--- config.mk ---
export PLATFORM = sky130hd
export DESIGN_NAME = q_encoding_byte_decoder_flat
export DESIGN_NICKNAME = d
export VERILOG_FILES = /design/src/rtl/qed_pkg.sv /design/src/rtl/qed_in_if.sv /design/src/rtl/qed_out_if.sv /design/src/rtl/qed_front.sv /design/src/rtl/qed_queue.sv /design/src/rtl/qed_back.sv /design/src/rtl/q_encoding_byte_decoder.sv /design/src/flat_wrapper.sv
export SDC_FILE = /design/constraint.sdc
export NUM_CORES = 1
export LEC_CHECK = 0
export BUFFER_PORTS_ARGS = -buffer_cell sky130_fd_sc_hd__buf_2
export CAP_MARGIN = 20
export CORE_MARGIN = 5
export CORE_UTILIZATION = 60
export CTS_CLUSTER_DIAMETER = 40
export DETAILED_ROUTE_END_ITERATION = 6
export PLACE_DENSITY = 0.78
export SLEW_MARGIN = 20
export SYNTH_ARGS = -nofsm -noshare
export SYNTH_HDL_FRONTEND = slang
export SYNTH_SLANG_ARGS = --single-unit
--- constraint.sdc ---
create_clock -name clk -period 4.2 [get_ports clk]
set_clock_uncertainty 0.15 [all_clocks]
set_input_delay 0.42 -clock clk [delete_from_list [all_inputs] [get_ports clk]]
set_output_delay 0.42 -clock clk [all_outputs]
set_load 0.005 [all_outputs]
--- src/rtl/qed_pkg.sv ---
package qed_pkg;

    // Character codes
    localparam logic [7:0] CH_UNDERSCORE = 8'h5F;
    localparam logic [7:0] CH_EQUALS     = 8'h3D;
    localparam logic [7:0] CH_SPACE      = 8'h20;
    localparam logic [3:0] HEX_TEN       = 4'hA;

    // Queue between front and back
    localparam int QDEPTH = 2;
    localparam int QPTR_W = (QDEPTH > 1) ? $clog2(QDEPTH) : 1;
    localparam int QCNT_W = $clog2(QDEPTH + 1);

    // Number of bytes a command emits
    localparam logic [1:0] CNT_ONE   = 2'd1;
    localparam logic [1:0] CNT_TWO   = 2'd2;
    localparam logic [1:0] CNT_THREE = 2'd3;

    // One decoded command: up to three bytes, last flag goes on the final one
    typedef struct packed {
        logic [1:0]      count;
        logic [2:0][7:0] bytes;
        logic            last;
    } cmd_t;

    // Front to queue write request
    typedef struct packed {
        logic push;
        cmd_t cmd;
    } qwr_t;

    // Queue to back read side
    typedef struct packed {
        logic empty;
        cmd_t head;
    } qrd_t;

    // Hex digit value; bit 4 set when the byte is not a hex digit
    function automatic logic [4:0] hex_val(logic [7:0] c);
        logic [7:0] d;
        d = 8'h00;
        if (c >= 8'h30 && c <= 8'h39)
        begin
            d = c - 8'h30;
            return {1'b0, d[3:0]};
        end
        if (c >= 8'h41 && c <= 8'h46)
        begin
            d = c - 8'h41;
            return {1'b0, HEX_TEN + d[3:0]};
        end
        if (c >= 8'h61 && c <= 8'h66)
        begin
            d = c - 8'h61;
            return {1'b0, HEX_TEN + d[3:0]};
        end
        return 5'h10;
    endfunction

    // Plain byte: underscore maps to space
    function automatic logic [7:0] plain(logic [7:0] c);
        return (c == CH_UNDERSCORE) ? CH_SPACE : c;
    endfunction

endpackage

--- src/rtl/qed_in_if.sv ---
interface qed_in_if;
    logic       valid;
    logic       ready;
    logic [7:0] in_byte;
    logic       in_last;

    modport source (output valid, output in_byte, output in_last, input ready);
    modport sink   (input valid, input in_byte, input in_last, output ready);
endinterface

--- src/rtl/qed_out_if.sv ---
interface qed_out_if;
    logic       valid;
    logic       ready;
    logic [7:0] out_byte;
    logic       out_last;

    modport source (output valid, output out_byte, output out_last, input ready);
    modport sink   (input valid, input out_byte, input out_last, output ready);
endinterface

--- src/rtl/qed_front.sv ---
module qed_front (
    input  logic                 clk,
    input  logic                 rst_n,
    qed_in_if.sink               in_ch,
    input  logic                 full,
    output qed_pkg::qwr_t        wr
);

    typedef enum logic [1:0] {
        PH_IDLE,
        PH_EQ,
        PH_DIGIT
    } phase_t;

    phase_t     phase_reg, phase_next;
    logic [7:0] held_reg, held_next;
    logic       take;
    logic [4:0] hi, lo;

    assign in_ch.ready = !full;
    assign take        = in_ch.valid && !full;
    assign hi          = qed_pkg::hex_val(held_reg);
    assign lo          = qed_pkg::hex_val(in_ch.in_byte);

    // Classify the item and build the command for the back end
    always_comb
    begin
        phase_next   = phase_reg;
        held_next    = held_reg;
        wr.push      = 1'b0;
        wr.cmd.count = qed_pkg::CNT_ONE;
        wr.cmd.bytes = {8'h00, 8'h00, qed_pkg::plain(in_ch.in_byte)};
        wr.cmd.last  = in_ch.in_last;
        if (take)
        begin
            unique case (phase_reg)
                PH_EQ:
                begin
                    if (in_ch.in_last)
                    begin
                        // equals as second-to-last byte goes out literally
                        phase_next   = PH_IDLE;
                        wr.push      = 1'b1;
                        wr.cmd.count = qed_pkg::CNT_TWO;
                        wr.cmd.bytes = {8'h00, qed_pkg::plain(in_ch.in_byte),
                                        qed_pkg::CH_EQUALS};
                    end
                    else
                    begin
                        held_next  = in_ch.in_byte;
                        phase_next = PH_DIGIT;
                    end
                end
                PH_DIGIT:
                begin
                    phase_next = PH_IDLE;
                    wr.push    = 1'b1;
                    if (!hi[4] && !lo[4])
                    begin
                        wr.cmd.count = qed_pkg::CNT_ONE;
                        wr.cmd.bytes = {8'h00, 8'h00, hi[3:0], lo[3:0]};
                    end
                    else
                    begin
                        // bad escape: raw bytes pass through
                        wr.cmd.count = qed_pkg::CNT_THREE;
                        wr.cmd.bytes = {in_ch.in_byte, held_reg, qed_pkg::CH_EQUALS};
                    end
                end
                default:
                begin
                    phase_next = PH_IDLE;
                    if (in_ch.in_byte == qed_pkg::CH_EQUALS && !in_ch.in_last)
                        phase_next = PH_EQ;
                    else
                        wr.push = 1'b1;
                end
            endcase
        end
    end

    // State registers
    always_ff @(posedge clk or negedge rst_n)
    begin
        if (!rst_n)
        begin
            phase_reg <= PH_IDLE;
            held_reg  <= 8'h00;
        end
        else
        begin
            phase_reg <= phase_next;
            held_reg  <= held_next;
        end
    end

endmodule

--- src/rtl/qed_queue.sv ---
module qed_queue (
    input  logic           clk,
    input  logic           rst_n,
    input  qed_pkg::qwr_t  wr,
    input  logic           pop,
    output logic           full,
    output qed_pkg::qrd_t  rd
);

    qed_pkg::cmd_t                    mem_reg [qed_pkg::QDEPTH];
    logic [qed_pkg::QPTR_W-1:0]       wptr_reg, wptr_next;
    logic [qed_pkg::QPTR_W-1:0]       rptr_reg, rptr_next;
    logic [qed_pkg::QCNT_W-1:0]       cnt_reg, cnt_next;
    logic                             do_push, do_pop;

    assign full     = (cnt_reg == qed_pkg::QCNT_W'(qed_pkg::QDEPTH));
    assign rd.empty = (cnt_reg == '0);
    assign rd.head  = mem_reg[rptr_reg];
    assign do_push  = wr.push && !full;
    assign do_pop   = pop && !rd.empty;

    // Pointer and count update
    always_comb
    begin
        wptr_next = wptr_reg;
        rptr_next = rptr_reg;
        cnt_next  = cnt_reg;
        if (do_push)
            wptr_next = (wptr_reg == qed_pkg::QPTR_W'(qed_pkg::QDEPTH - 1)) ?
                        '0 : wptr_reg + 1'b1;
        if (do_pop)
            rptr_next = (rptr_reg == qed_pkg::QPTR_W'(qed_pkg::QDEPTH - 1)) ?
                        '0 : rptr_reg + 1'b1;
        if (do_push && !do_pop)
            cnt_next = cnt_reg + 1'b1;
        else if (do_pop && !do_push)
            cnt_next = cnt_reg - 1'b1;
    end

    always_ff @(posedge clk or negedge rst_n)
    begin
        if (!rst_n)
        begin
            wptr_reg <= '0;
            rptr_reg <= '0;
            cnt_reg  <= '0;
        end
        else
        begin
            wptr_reg <= wptr_next;
            rptr_reg <= rptr_next;
            cnt_reg  <= cnt_next;
        end
    end

    // Entry storage
    always_ff @(posedge clk)
    begin
        if (do_push)
            mem_reg[wptr_reg] <= wr.cmd;
    end

endmodule

--- src/rtl/qed_back.sv ---
module qed_back (
    input  logic           clk,
    input  logic           rst_n,
    input  qed_pkg::qrd_t  rd,
    output logic           pop,
    qed_out_if.source      out_ch
);

    qed_pkg::cmd_t cmd_reg;
    logic          cmd_valid_reg;
    logic [1:0]    idx_reg;
    logic          out_valid_reg;
    logic [7:0]    out_byte_reg;
    logic          out_last_reg;
    logic          out_free, emit, final_byte, load;

    assign out_free   = !out_valid_reg || out_ch.ready;
    assign emit       = cmd_valid_reg && out_free;
    assign final_byte = (idx_reg == cmd_reg.count - 2'd1);
    assign load       = (!cmd_valid_reg || (emit && final_byte)) && !rd.empty;
    assign pop        = load;

    assign out_ch.valid    = out_valid_reg;
    assign out_ch.out_byte = out_byte_reg;
    assign out_ch.out_last = out_last_reg;

    // Command register and byte index
    always_ff @(posedge clk or negedge rst_n)
    begin
        if (!rst_n)
        begin
            cmd_valid_reg <= 1'b0;
            idx_reg       <= 2'd0;
        end
        else if (load)
        begin
            cmd_valid_reg <= 1'b1;
            idx_reg       <= 2'd0;
        end
        else if (emit)
        begin
            if (final_byte)
                cmd_valid_reg <= 1'b0;
            idx_reg <= idx_reg + 2'd1;
        end
    end

    always_ff @(posedge clk)
    begin
        if (load)
            cmd_reg <= rd.head;
    end

    // Output register
    always_ff @(posedge clk or negedge rst_n)
    begin
        if (!rst_n)
            out_valid_reg <= 1'b0;
        else if (out_free)
            out_valid_reg <= cmd_valid_reg;
    end

    always_ff @(posedge clk)
    begin
        if (emit)
        begin
            out_byte_reg <= cmd_reg.bytes[idx_reg];
            out_last_reg <= cmd_reg.last && final_byte;
        end
    end

endmodule

--- src/rtl/q_encoding_byte_decoder.sv ---
// Channel   Modport   Fields               Handshake
// in_ch     sink      in_byte, in_last     valid / ready
// out_ch    source    out_byte, out_last   valid / ready
//
// Takes one byte per cycle unless the command queue is full; each byte yields 0 to 3
// output bytes, one per cycle unless out_ch.ready stalls. The byte completing a command
// leaves via queue entry, command register and output register; escape bytes before
// it emit nothing. Output byte register sets the pace: bad escapes hold the back end.
// in_ch.ready drops only when the 2-entry command queue is full.
// rst_n clears the escape phase, queue pointers and valid flags asynchronously.
module q_encoding_byte_decoder (
    input  logic       clk,
    input  logic       rst_n,
    qed_in_if.sink     in_ch,
    qed_out_if.source  out_ch
);

    qed_pkg::qwr_t wr;
    qed_pkg::qrd_t rd;
    logic          full;
    logic          pop;

    qed_front u_front (
        .clk   (clk),
        .rst_n (rst_n),
        .in_ch (in_ch),
        .full  (full),
        .wr    (wr)
    );

    qed_queue u_queue (
        .clk   (clk),
        .rst_n (rst_n),
        .wr    (wr),
        .pop   (pop),
        .full  (full),
        .rd    (rd)
    );

    qed_back u_back (
        .clk    (clk),
        .rst_n  (rst_n),
        .rd     (rd),
        .pop    (pop),
        .out_ch (out_ch)
    );

endmodule

--- src/flat_wrapper.sv ---
// flat-port wrapper written by rule: the top's interface ports become plain ports
module q_encoding_byte_decoder_flat 
  (clk, rst_n, in_ch_valid, in_ch_in_byte, in_ch_in_last, in_ch_ready, out_ch_valid, out_ch_out_byte, out_ch_out_last, out_ch_ready);
  qed_in_if in_ch_i ();
  qed_out_if out_ch_i ();
  input  logic clk;
  input  logic rst_n;
  input wire logic [$bits(in_ch_i.valid)-1:0] in_ch_valid;
  input wire logic [$bits(in_ch_i.in_byte)-1:0] in_ch_in_byte;
  input wire logic [$bits(in_ch_i.in_last)-1:0] in_ch_in_last;
  output wire logic [$bits(in_ch_i.ready)-1:0] in_ch_ready;
  output wire logic [$bits(out_ch_i.valid)-1:0] out_ch_valid;
  output wire logic [$bits(out_ch_i.out_byte)-1:0] out_ch_out_byte;
  output wire logic [$bits(out_ch_i.out_last)-1:0] out_ch_out_last;
  input wire logic [$bits(out_ch_i.ready)-1:0] out_ch_ready;
  assign in_ch_i.valid = in_ch_valid;
  assign in_ch_i.in_byte = in_ch_in_byte;
  assign in_ch_i.in_last = in_ch_in_last;
  assign in_ch_ready = in_ch_i.ready;
  assign out_ch_valid = out_ch_i.valid;
  assign out_ch_out_byte = out_ch_i.out_byte;
  assign out_ch_out_last = out_ch_i.out_last;
  assign out_ch_i.ready = out_ch_ready;
  q_encoding_byte_decoder u_core (.clk(clk), .rst_n(rst_n), .in_ch(in_ch_i), .out_ch(out_ch_i));
endmodule
==> PnR_summary.wiki, run 1 <==
{| class="wikitable"
! Metric !! Value
|-
| Slew @ Worst Pin || 0.8284 ns
|-
| CP endpoint kind || flip-flop
|-
| Proportion of synthesized chip area in sequential cells || 63.57%
|-
| HP Class || in -> reg
|-
| Max Cap Violations || 0
|-
| Cell accounting for the most synthesized area || sky130_fd_sc_hd__edfxtp_1
|-
| Top cells by count, synth || 90 x sky130_fd_sc_hd__edfxtp_1, 32 x sky130_fd_sc_hd__mux2_2, 25 x sky130_fd_sc_hd__nand2_1
|-
| Endpoint required time on the critical path || 4.05 ns
|-
| Global route overflow || 0
|-
| Largest net degree at the start of global routing || 30
|-
| Predominant post-synthesis flop cell || sky130_fd_sc_hd__edfxtp_1
|-
| Fraction of the cycle the final worst path needs || 65.29%
|-
| Count of antenna diodes in the layout || 0
|-
| Final critical delay including setup and external delays || 2.742 ns
|-
| Worst Setup Start Kind || flip-flop
|-
| IO Pins || 24
|-
| Largest buffer count on any clock path || 2
|-
| Remaining max-slew budget at the tightest pin || 44.35%
|-
| Async set or reset register ratio after synthesis || 16.67%
|-
| Combinational Power Share || 22.0%
|-
| Proportion of power drawn by the clock network || 21.4%
|-
| Total of endpoints with negative setup slack in the final report || 0
|-
| Fill count || 562
|-
| Final sum of negative setup slack || 0 ns
|-
| # H-tree levels || 3
|-
| Half-perimeter wire length after detailed placement || 6558 um
|-
| Fmax || 364.6 MHz
|-
| Per-cell via count in the routed design || 6.080
|-
| # resized after CTS || 0
|-
| Initial Util || 60.98%
|-
| Kind of cell with the highest combined delay on the critical path || simple AND/OR/NAND/NOR gates
|-
| Final hold slack || 0.2323 ns
|-
| Clock sink count || 108
|-
| Critical path, cell by cell || nor2b_1 > mux2i_1 > o21ai_0 > and2_2
|-
| Largest cells by area after synthesis || sky130_fd_sc_hd__edfxtp_1 54%, sky130_fd_sc_hd__dfrtp_1 9.1%, sky130_fd_sc_hd__mux2_2 7.3%, sky130_fd_sc_hd__ha_1 2.3%, sky130_fd_sc_hd__mux2i_1 2.2%
|-
| First DRT Iteration DRCs || 138
|-
| Clock tree from TritonCTS || done
|-
| Sw frac || 29.79%
|-
| Core ar. || 8134 sq um
|-
| Clock-pin slew on the worst setup and hold paths || 0.10 ns
|-
| Global-route wire length before repair || 15500 um
|-
| Worst stage delay on the critical path || 0.72 ns
|-
| Most frequent cell after synthesis || sky130_fd_sc_hd__edfxtp_1
|-
| Internal power summed over all cells || 0.002131 W
|-
| Warning count from the yosys run || 0
|-
| Kind of critical path || reg -> reg
|-
| Count of standard-cell rows || 33
|-
| Slowest cell on the critical path || sky130_fd_sc_hd__dfrtp_1
|-
| Via count || 2973
|-
| Number of enable-type register cells in the synthesized netlist || 90
|-
| Final WL || 9476 um
|-
| Setup repair after global routing missed its margin || false
|-
| Area delta synth->final || 8.249%
|-
| Synthesized instance count || 358
|-
| Die Ht || 100.9 um
|-
| Clock tree root buffer cell || sky130_fd_sc_hd__clkbuf_8
|-
| Global-route usage over all layers || 20.07%
|-
| Count of buffers inserted at the top-level ports || 23
|-
| Static Leak || 1.870 nW
|-
| Overall die area || 10180 sq um
|-
| Final net count || 401
|-
| Share of Yosys cell area claimed by the top area cell type || 54.49%
|-
| Share of cells above drive strength 1 || 22.40%
|-
| Part of the power in registers || 56.6%
|-
| Router iterations before antenna repair || 4
|-
| Crit path buf inv count || 0
|-
| Die X-Extent || 100.9 um
|-
| Initial antenna violation count || 0
|-
| Synth Cell Area || 4960 sq um
|-
| Syn Nets || 380
|-
| Mapped Avg Cell Area || 13.85 sq um
|-
| Number of global-route vias before repair || 2973
|-
| Final hold violation count || 0
|-
| Power spent charging and discharging nets || 0.0009045 W
|-
| Number of setup buffers added after CTS || 0
|-
| Routed Antenna Nets || 0
|-
| Worst ir drop on vdd || 251.7 uV
|-
| Maximum fanout along the worst path || 27
|-
| Weighted congestion at the end of routability-driven global placement || 0.9252
|-
| Clock Latency Late Sink || 0.36 ns
|-
| Routed wirelength normalized by instance count || 19.38 um
|-
| Count of unique library cells instantiated by Yosys || 57
|-
| Power density over the cells || 565.5 nW/um^2
|-
| CP Data Arrival Time || 2.60 ns
|-
| Flip-flop count of the largest register after layout || 54
|-
| Number of slew-limit violations in the final report || 0
|-
| Finished Core Util || 66.01%
|-
| Flop and latch count out of synthesis || 108
|-
| TritonCTS buffer count || 9
|-
| Status || complete, no violations
|-
| # DRC || 0
|}
tightest hold or removal path, stage by stage:
cell	delay, ns
sky130_fd_sc_hd__buf_2	0.07
sky130_fd_sc_hd__nand2b_1	0.15
sky130_fd_sc_hd__nand2b_1	0.07
final cells by class:
class                           count  area [sq um]  area share (%)
Clock buffer                        9         123.9           2.307
Multi-Input combinational cell    222          1687           31.41
Sequential cell                   108          3154           58.75
Inverter                           11         41.29          0.7691
Timing Repair Buffer               27         147.6           2.750
Clock inverter                      7         83.83           1.561
Tap cell                          105         131.4           2.447
placed cells by master, fill, tap and decap left out, drive strengths merged, types with 2 or more instances in the layout:
cell,n
edfxtp,90
mux2,32
buf,26
nand2,25
o21ai,22
dfrtp,18
inv,13
mux2i,11
nor2b,10
ha,9
clkbuf,9
nor3b,9
nor3,8
a21oi,6
nor2,6
a31oi,6
and2,6
nand2b,5
nand3,5
o2bb2ai,5
o31ai,5
o211ai,5
xor2,4
o21bai,3
a32o,3
xnor2,3
nor4,3
clkinvlp,3
a211oi,3
nand4bb,2
or4b,2
or3,2
nand4,2
o21a,2
a21o,2
kinds of logic (layout without fill, tap and decap cells):
| logic type | Yosys count | in the layout | synth area share [%] |
|---|---|---|---|
| flops | 108 | 108 | 63.57 |
| xor+xnor | 7 | 7 | 1.236 |
| mux | 43 | 43 | 9.486 |
| buf+inv | 28 | 54 | 2.497 |
| compound gates | 73 | 73 | 10.60 |
| simple gates | 90 | 90 | 10.34 |
| fa+ha+maj | 9 | 9 | 2.270 |
per-layer routing:
layer	GRT usage, %	routed length (um)
met1	27.29	4155
met2	32.35	4657
met3	4.152	495
met4	6.953	168
met5	0	0
final timing paths:
check                                                     start                                 endpoint  slack (ns)  depth (start not counted)
setup / recovery           u_core.u_back.idx_reg[0]$_DFFE_PN0P_      u_core.u_back.cmd_reg[19]$_DFFE_PP_        1.46                          4
hold / removal                                     out_ch_ready   u_core.u_back.out_ch.valid$_DFFE_PN0N_        0.23                          3
setup reg to reg           u_core.u_back.idx_reg[0]$_DFFE_PN0P_      u_core.u_back.cmd_reg[19]$_DFFE_PP_        1.46                          4
hold reg to reg             u_core.u_queue.wptr_reg$_DFFE_PN0P_      u_core.u_queue.wptr_reg$_DFFE_PN0P_        0.36                          1
max in group asynchronous                                 rst_n      u_core.u_queue.rptr_reg$_DFFE_PN0P_        3.21                          2
min in group asynchronous                                 rst_n  u_core.u_front.phase_reg[0]$_DFFE_PN0P_        0.37                          2
what timing repair did:
| item | 4_1_cts | 5_1_grt |
|---|---|---|
| hold buffers | 1 | 0 |
| endpoints found under the hold margin | 18 | 0 |
| setup endpoints to repair | 0 | 0 |
power groups by stage:
stage / Sequential, W / Combinational (W) / Clock (W)
3_3_place_gp: 0.00173 / 0.000653 / 0
3_5_place_dp: 0.00175 / 0.000671 / 0
5_1_grt: 0.00175 / 0.000743 / 0.000708
4_1_cts: 0.00172 / 0.000682 / 0.000666
2_1_floorplan: 0.00164 / 0.000541 / 0
6_report: 0.00172 / 0.000669 / 0.000649
through the flow:
step / cells / power (W) / cell area (sq um) / setup WS [ns]
after floorplan: 358 / 0.002183 / 4960 / 1.187
after global placement: 472 / 0.002381 / 5149 / 1.355
after detailed placement: 472 / 0.002416 / 5149 / 1.166
after CTS: 489 / 0.003071 / 5366 / 1.118
after global routing: 489 / 0.003205 / 5369 / 1.261
final: 489 / 0.003036 / 5369 / 1.458
Note: power is estimated with default switching activity, not from simulation.
==> inputs of run 2 (changes only) <==
clock period = 2.77 ns   (was 4.2 ns; I/O delays follow)
==> run 2 against run 1 <==
Clock power grew 38%. Hold slack lost 0.16 ns. Clock-buffer cell count is the same. Critical path depth grew 2. Cell count grew 1.4%. Routed wire length shrank 1.8%. Via count grew 0.20%. Sequential power grew 43%. Critical path type unchanged.
==> PnR_summary.wiki, run 2 (same netlist as run 1, synthesis figures left out) <==
{| class="wikitable"
! Metric !! Value
|-
| Status || complete, no violations (unchanged)
|-
| Initial antenna violation count || 0 (unchanged)
|-
| Worst stage delay on the critical path || 0.47 ns (was 0.72 ns)
|-
| Largest net degree at the start of global routing || 30 (unchanged)
|-
| Sw frac || 29.78% (was 29.79%)
|-
| Worst ir drop on vdd || 387.0 uV (was 251.7 uV)
|-
| Global-route wire length before repair || 15390 um (was 15500 um)
|-
| Max Cap Violations || 0 (unchanged)
|-
| Clock tree root buffer cell || sky130_fd_sc_hd__clkbuf_8 (unchanged)
|-
| Maximum fanout along the worst path || 10 (was 27)
|-
| Global route overflow || 0 (unchanged)
|-
| Number of setup buffers added after CTS || 0 (unchanged)
|-
| Die X-Extent || 100.9 um (unchanged)
|-
| Routed wirelength normalized by instance count || 18.76 um (was 19.38 um)
|-
| Weighted congestion at the end of routability-driven global placement || 1.015 (was 0.9252)
|-
| Setup repair after global routing missed its margin || false (unchanged)
|-
| Clock tree from TritonCTS || done (unchanged)
|-
| Number of global-route vias before repair || 2985 (was 2973)
|-
| Final sum of negative setup slack || 0 ns (unchanged)
|-
| CP Data Arrival Time || 2.50 ns (was 2.60 ns)
|-
| Total of endpoints with negative setup slack in the final report || 0 (unchanged)
|-
| Register-to-Register Path Depth || 6 (was 4)
|-
| Final hold slack || 0.07596 ns (was 0.2323 ns)
|-
| Clock Latency Late Sink || 0.38 ns (was 0.36 ns)
|-
| Final WL || 9303 um (was 9476 um)
|-
| Router iterations before antenna repair || 5 (was 4)
|-
| Post-placement cell count || 479 (was 472)
|-
| Number of slew-limit violations in the final report || 0 (unchanged)
|-
| Count of standard-cell rows || 33 (unchanged)
|-
| Static Leak || 1.912 nW (was 1.870 nW)
|-
| Power density over the cells || 842.3 nW/um^2 (was 565.5 nW/um^2)
|-
| Half-perimeter wire length after detailed placement || 6531 um (was 6558 um)
|-
| Internal power summed over all cells || 0.003205 W (was 0.002131 W)
|-
| R2r startpoint || u_core.u_front.phase_reg[0]$_DFFE_PN0P_ (was u_core.u_back.idx_reg[0]$_DFFE_PN0P_)
|-
| Clock-pin slew on the worst setup and hold paths || 0.10 ns (about the same)
|-
| Count of buffers inserted at the top-level ports || 23 (unchanged)
|-
| First DRT Iteration DRCs || 197 (was 138)
|-
| Cell depth of the worst min-delay path || 3 (unchanged)
|-
| Final hold violation count || 0 (unchanged)
|-
| Routed Antenna Nets || 0 (unchanged)
|-
| Part of the power in registers || 53.9% (was 56.6%)
|-
| Proportion of power drawn by the clock network || 19.6% (was 21.4%)
|-
| Per-cell via count in the routed design || 6.006 (was 6.080)
|-
| Kind of critical path || reg -> reg (unchanged)
|-
| Launching element of the worst setup path || u_core.u_front.phase_reg[0]$_DFFE_PN0P_ (was u_core.u_back.idx_reg[0]$_DFFE_PN0P_)
|-
| Remaining max-slew budget at the tightest pin || 48.05% (was 44.35%)
|-
| Non-filler cells, final || 496 (was 489)
|-
| Share of cells above drive strength 1 || 23.02% (was 22.40%)
|-
| # DRC || 0 (unchanged)
|-
| Area delta synth->final || 9.258% (was 8.249%)
|-
| TritonCTS buffer count || 9 (unchanged)
|-
| Power spent charging and discharging nets || 0.001359 W (was 0.0009045 W)
|-
| Hold Path Origin || out_ch_ready (unchanged)
|-
| Largest buffer count on any clock path || 2 (unchanged)
|-
| Count of antenna diodes in the layout || 0 (unchanged)
|-
| Slew @ Worst Pin || 0.7777 ns (was 0.8284 ns)
|-
| Die Ht || 100.9 um (unchanged)
|-
| IO Pins || 24 (unchanged)
|-
| Via count || 2979 (was 2973)
|-
| Initial Util || 60.98% (unchanged)
|-
| Final critical delay including setup and external delays || 2.514 ns (was 2.742 ns)
|-
| Fraction of the cycle the final worst path needs || 90.76% (was 65.29%)
|-
| Fmax || 397.8 MHz (was 364.6 MHz)
|-
| Core ar. || 8134 sq um (unchanged)
|-
| Combinational Power Share || 26.5% (was 22.0%)
|-
| Critical path, cell by cell || inv_1 > ha_1 > nand2b_1 > nor3_1 > o21ai_0 > o311ai_1 (was nor2b_1 > mux2i_1 > o21ai_0 > and2_2)
|-
| Endpoint required time on the critical path || 2.76 ns (was 4.05 ns)
|-
| # H-tree levels || 3 (unchanged)
|-
| # resized after CTS || 0 (unchanged)
|-
| Worst Setup Start Kind || flip-flop (unchanged)
|-
| Destination of the worst register-to-register timing path || u_core.u_queue.mem_reg[1][2]$_DFFE_PP_ (was u_core.u_back.cmd_reg[19]$_DFFE_PP_)
|-
| Most common library cell in the layout ignoring fill and taps || sky130_fd_sc_hd__edfxtp_1 (unchanged)
|-
| Slowest cell on the critical path || sky130_fd_sc_hd__nor3_1 (was sky130_fd_sc_hd__dfrtp_1)
|-
| Clock sink count || 108 (unchanged)
|-
| Reg-to-reg slack, setup || 0.26 ns (was 1.46 ns)
|-
| Overall die area || 10180 sq um (unchanged)
|-
| HP Class || in -> reg (unchanged)
|-
| Global-route usage over all layers || 20.17% (was 20.07%)
|-
| Commonest cells after routing, fill and taps aside || 90 x sky130_fd_sc_hd__edfxtp_1, 32 x sky130_fd_sc_hd__mux2_2, 25 x sky130_fd_sc_hd__nand2_1 (unchanged)
|-
| Final net count || 408 (was 401)
|-
| Worst Setup EP || u_core.u_queue.mem_reg[1][2]$_DFFE_PP_ (was u_core.u_back.cmd_reg[19]$_DFFE_PP_)
|-
| Flip-flop count of the largest register after layout || 54 (unchanged)
|-
| CP endpoint kind || flip-flop (unchanged)
|}
-- run 2: timing repair --
item | 4_1_cts | 5_1_grt
endpoints found under the hold margin | 18 | 0
setup endpoints to repair | 0 | 0
hold buffers | 1 | 0
-- run 2: layer usage --
| layer | up-vias | share of wire (%) | track usage, % |
|---|---|---|---|
| li1 | 1434 | - | - |
| met1 | 1417 | 43 | 27.45 |
| met4 | 0 | 2.8 | 9.918 |
| met3 | 22 | 7.0 | 4.913 |
| met5 | - | 0 | 0 |
| met2 | 106 | 47 | 30.48 |
-- run 2: critical path: cells and delay by family, from the launching register on --
| kind | cells | cell delay (ns) |
|---|---|---|
| AND/OR/NAND/NOR | 2 | 0.78 |
| AO/OA/AOI/OAI | 2 | 0.56 |
| flip-flops | 1 | 0.39 |
| adder cells (fa/ha/maj) | 1 | 0.34 |
| buffers and inverters | 1 | 0.06 |
-- run 2: area by class of cell --
type / instances / area (sq um)
tap: 105 / 131.4
clock buffer: 9 / 123.9
multi-input combinational: 222 / 1685
clock inverter: 7 / 58.81
fill: 560 / 2715
sequential: 108 / 3153
inverter: 11 / 41.29
timing repair buffer: 34 / 225.2
-- run 2: power groups by stage --
stage | Clock (W) | Sequential [W] | Combinational (W)
after floorplan | 0 | 0.00249 | 0.000822
after global placement | 0 | 0.00248 | 0.00121
after detailed placement | 0 | 0.00250 | 0.00123
after CTS | 0.000916 | 0.00246 | 0.00124
after global routing | 0.000995 | 0.00250 | 0.00135
final | 0.000895 | 0.00246 | 0.00121
-- run 2: how the worst min path moves through the flow --
stage | to | slack, ns
6_report | u_core.u_back.out_ch.valid$_DFFE_PN0N_ | 0.08
5_1_grt | u_core.u_queue.mem_reg[1][0]$_DFFE_PP_ | 0.08
4_1_cts | u_core.u_back.out_ch.valid$_DFFE_PN0N_ | 0.06
3_5_place_dp | u_core.u_front.held_reg[7]$_DFFE_PN0P_ | 0.09
3_3_place_gp | u_core.u_queue.wptr_reg$_DFFE_PN0P_ | 0.08
2_1_floorplan | u_core.u_back.cmd_valid_reg$_DFFE_PN0P_ | -0.17
-- run 2: through the flow --
stage	total power [W]	instance area, sq um	worst slack [ns]	utilization (%)
finish	0.004564	5419	0.2560	66.62
global placement	0.003685	5226	0.3469	64.25
floorplan	0.003310	4962	0.2985	-
detailed placement	0.003729	5226	0.3278	64.25
CTS	0.004617	5419	0.2867	66.62
global route	0.004836	5419	0.03761	66.62
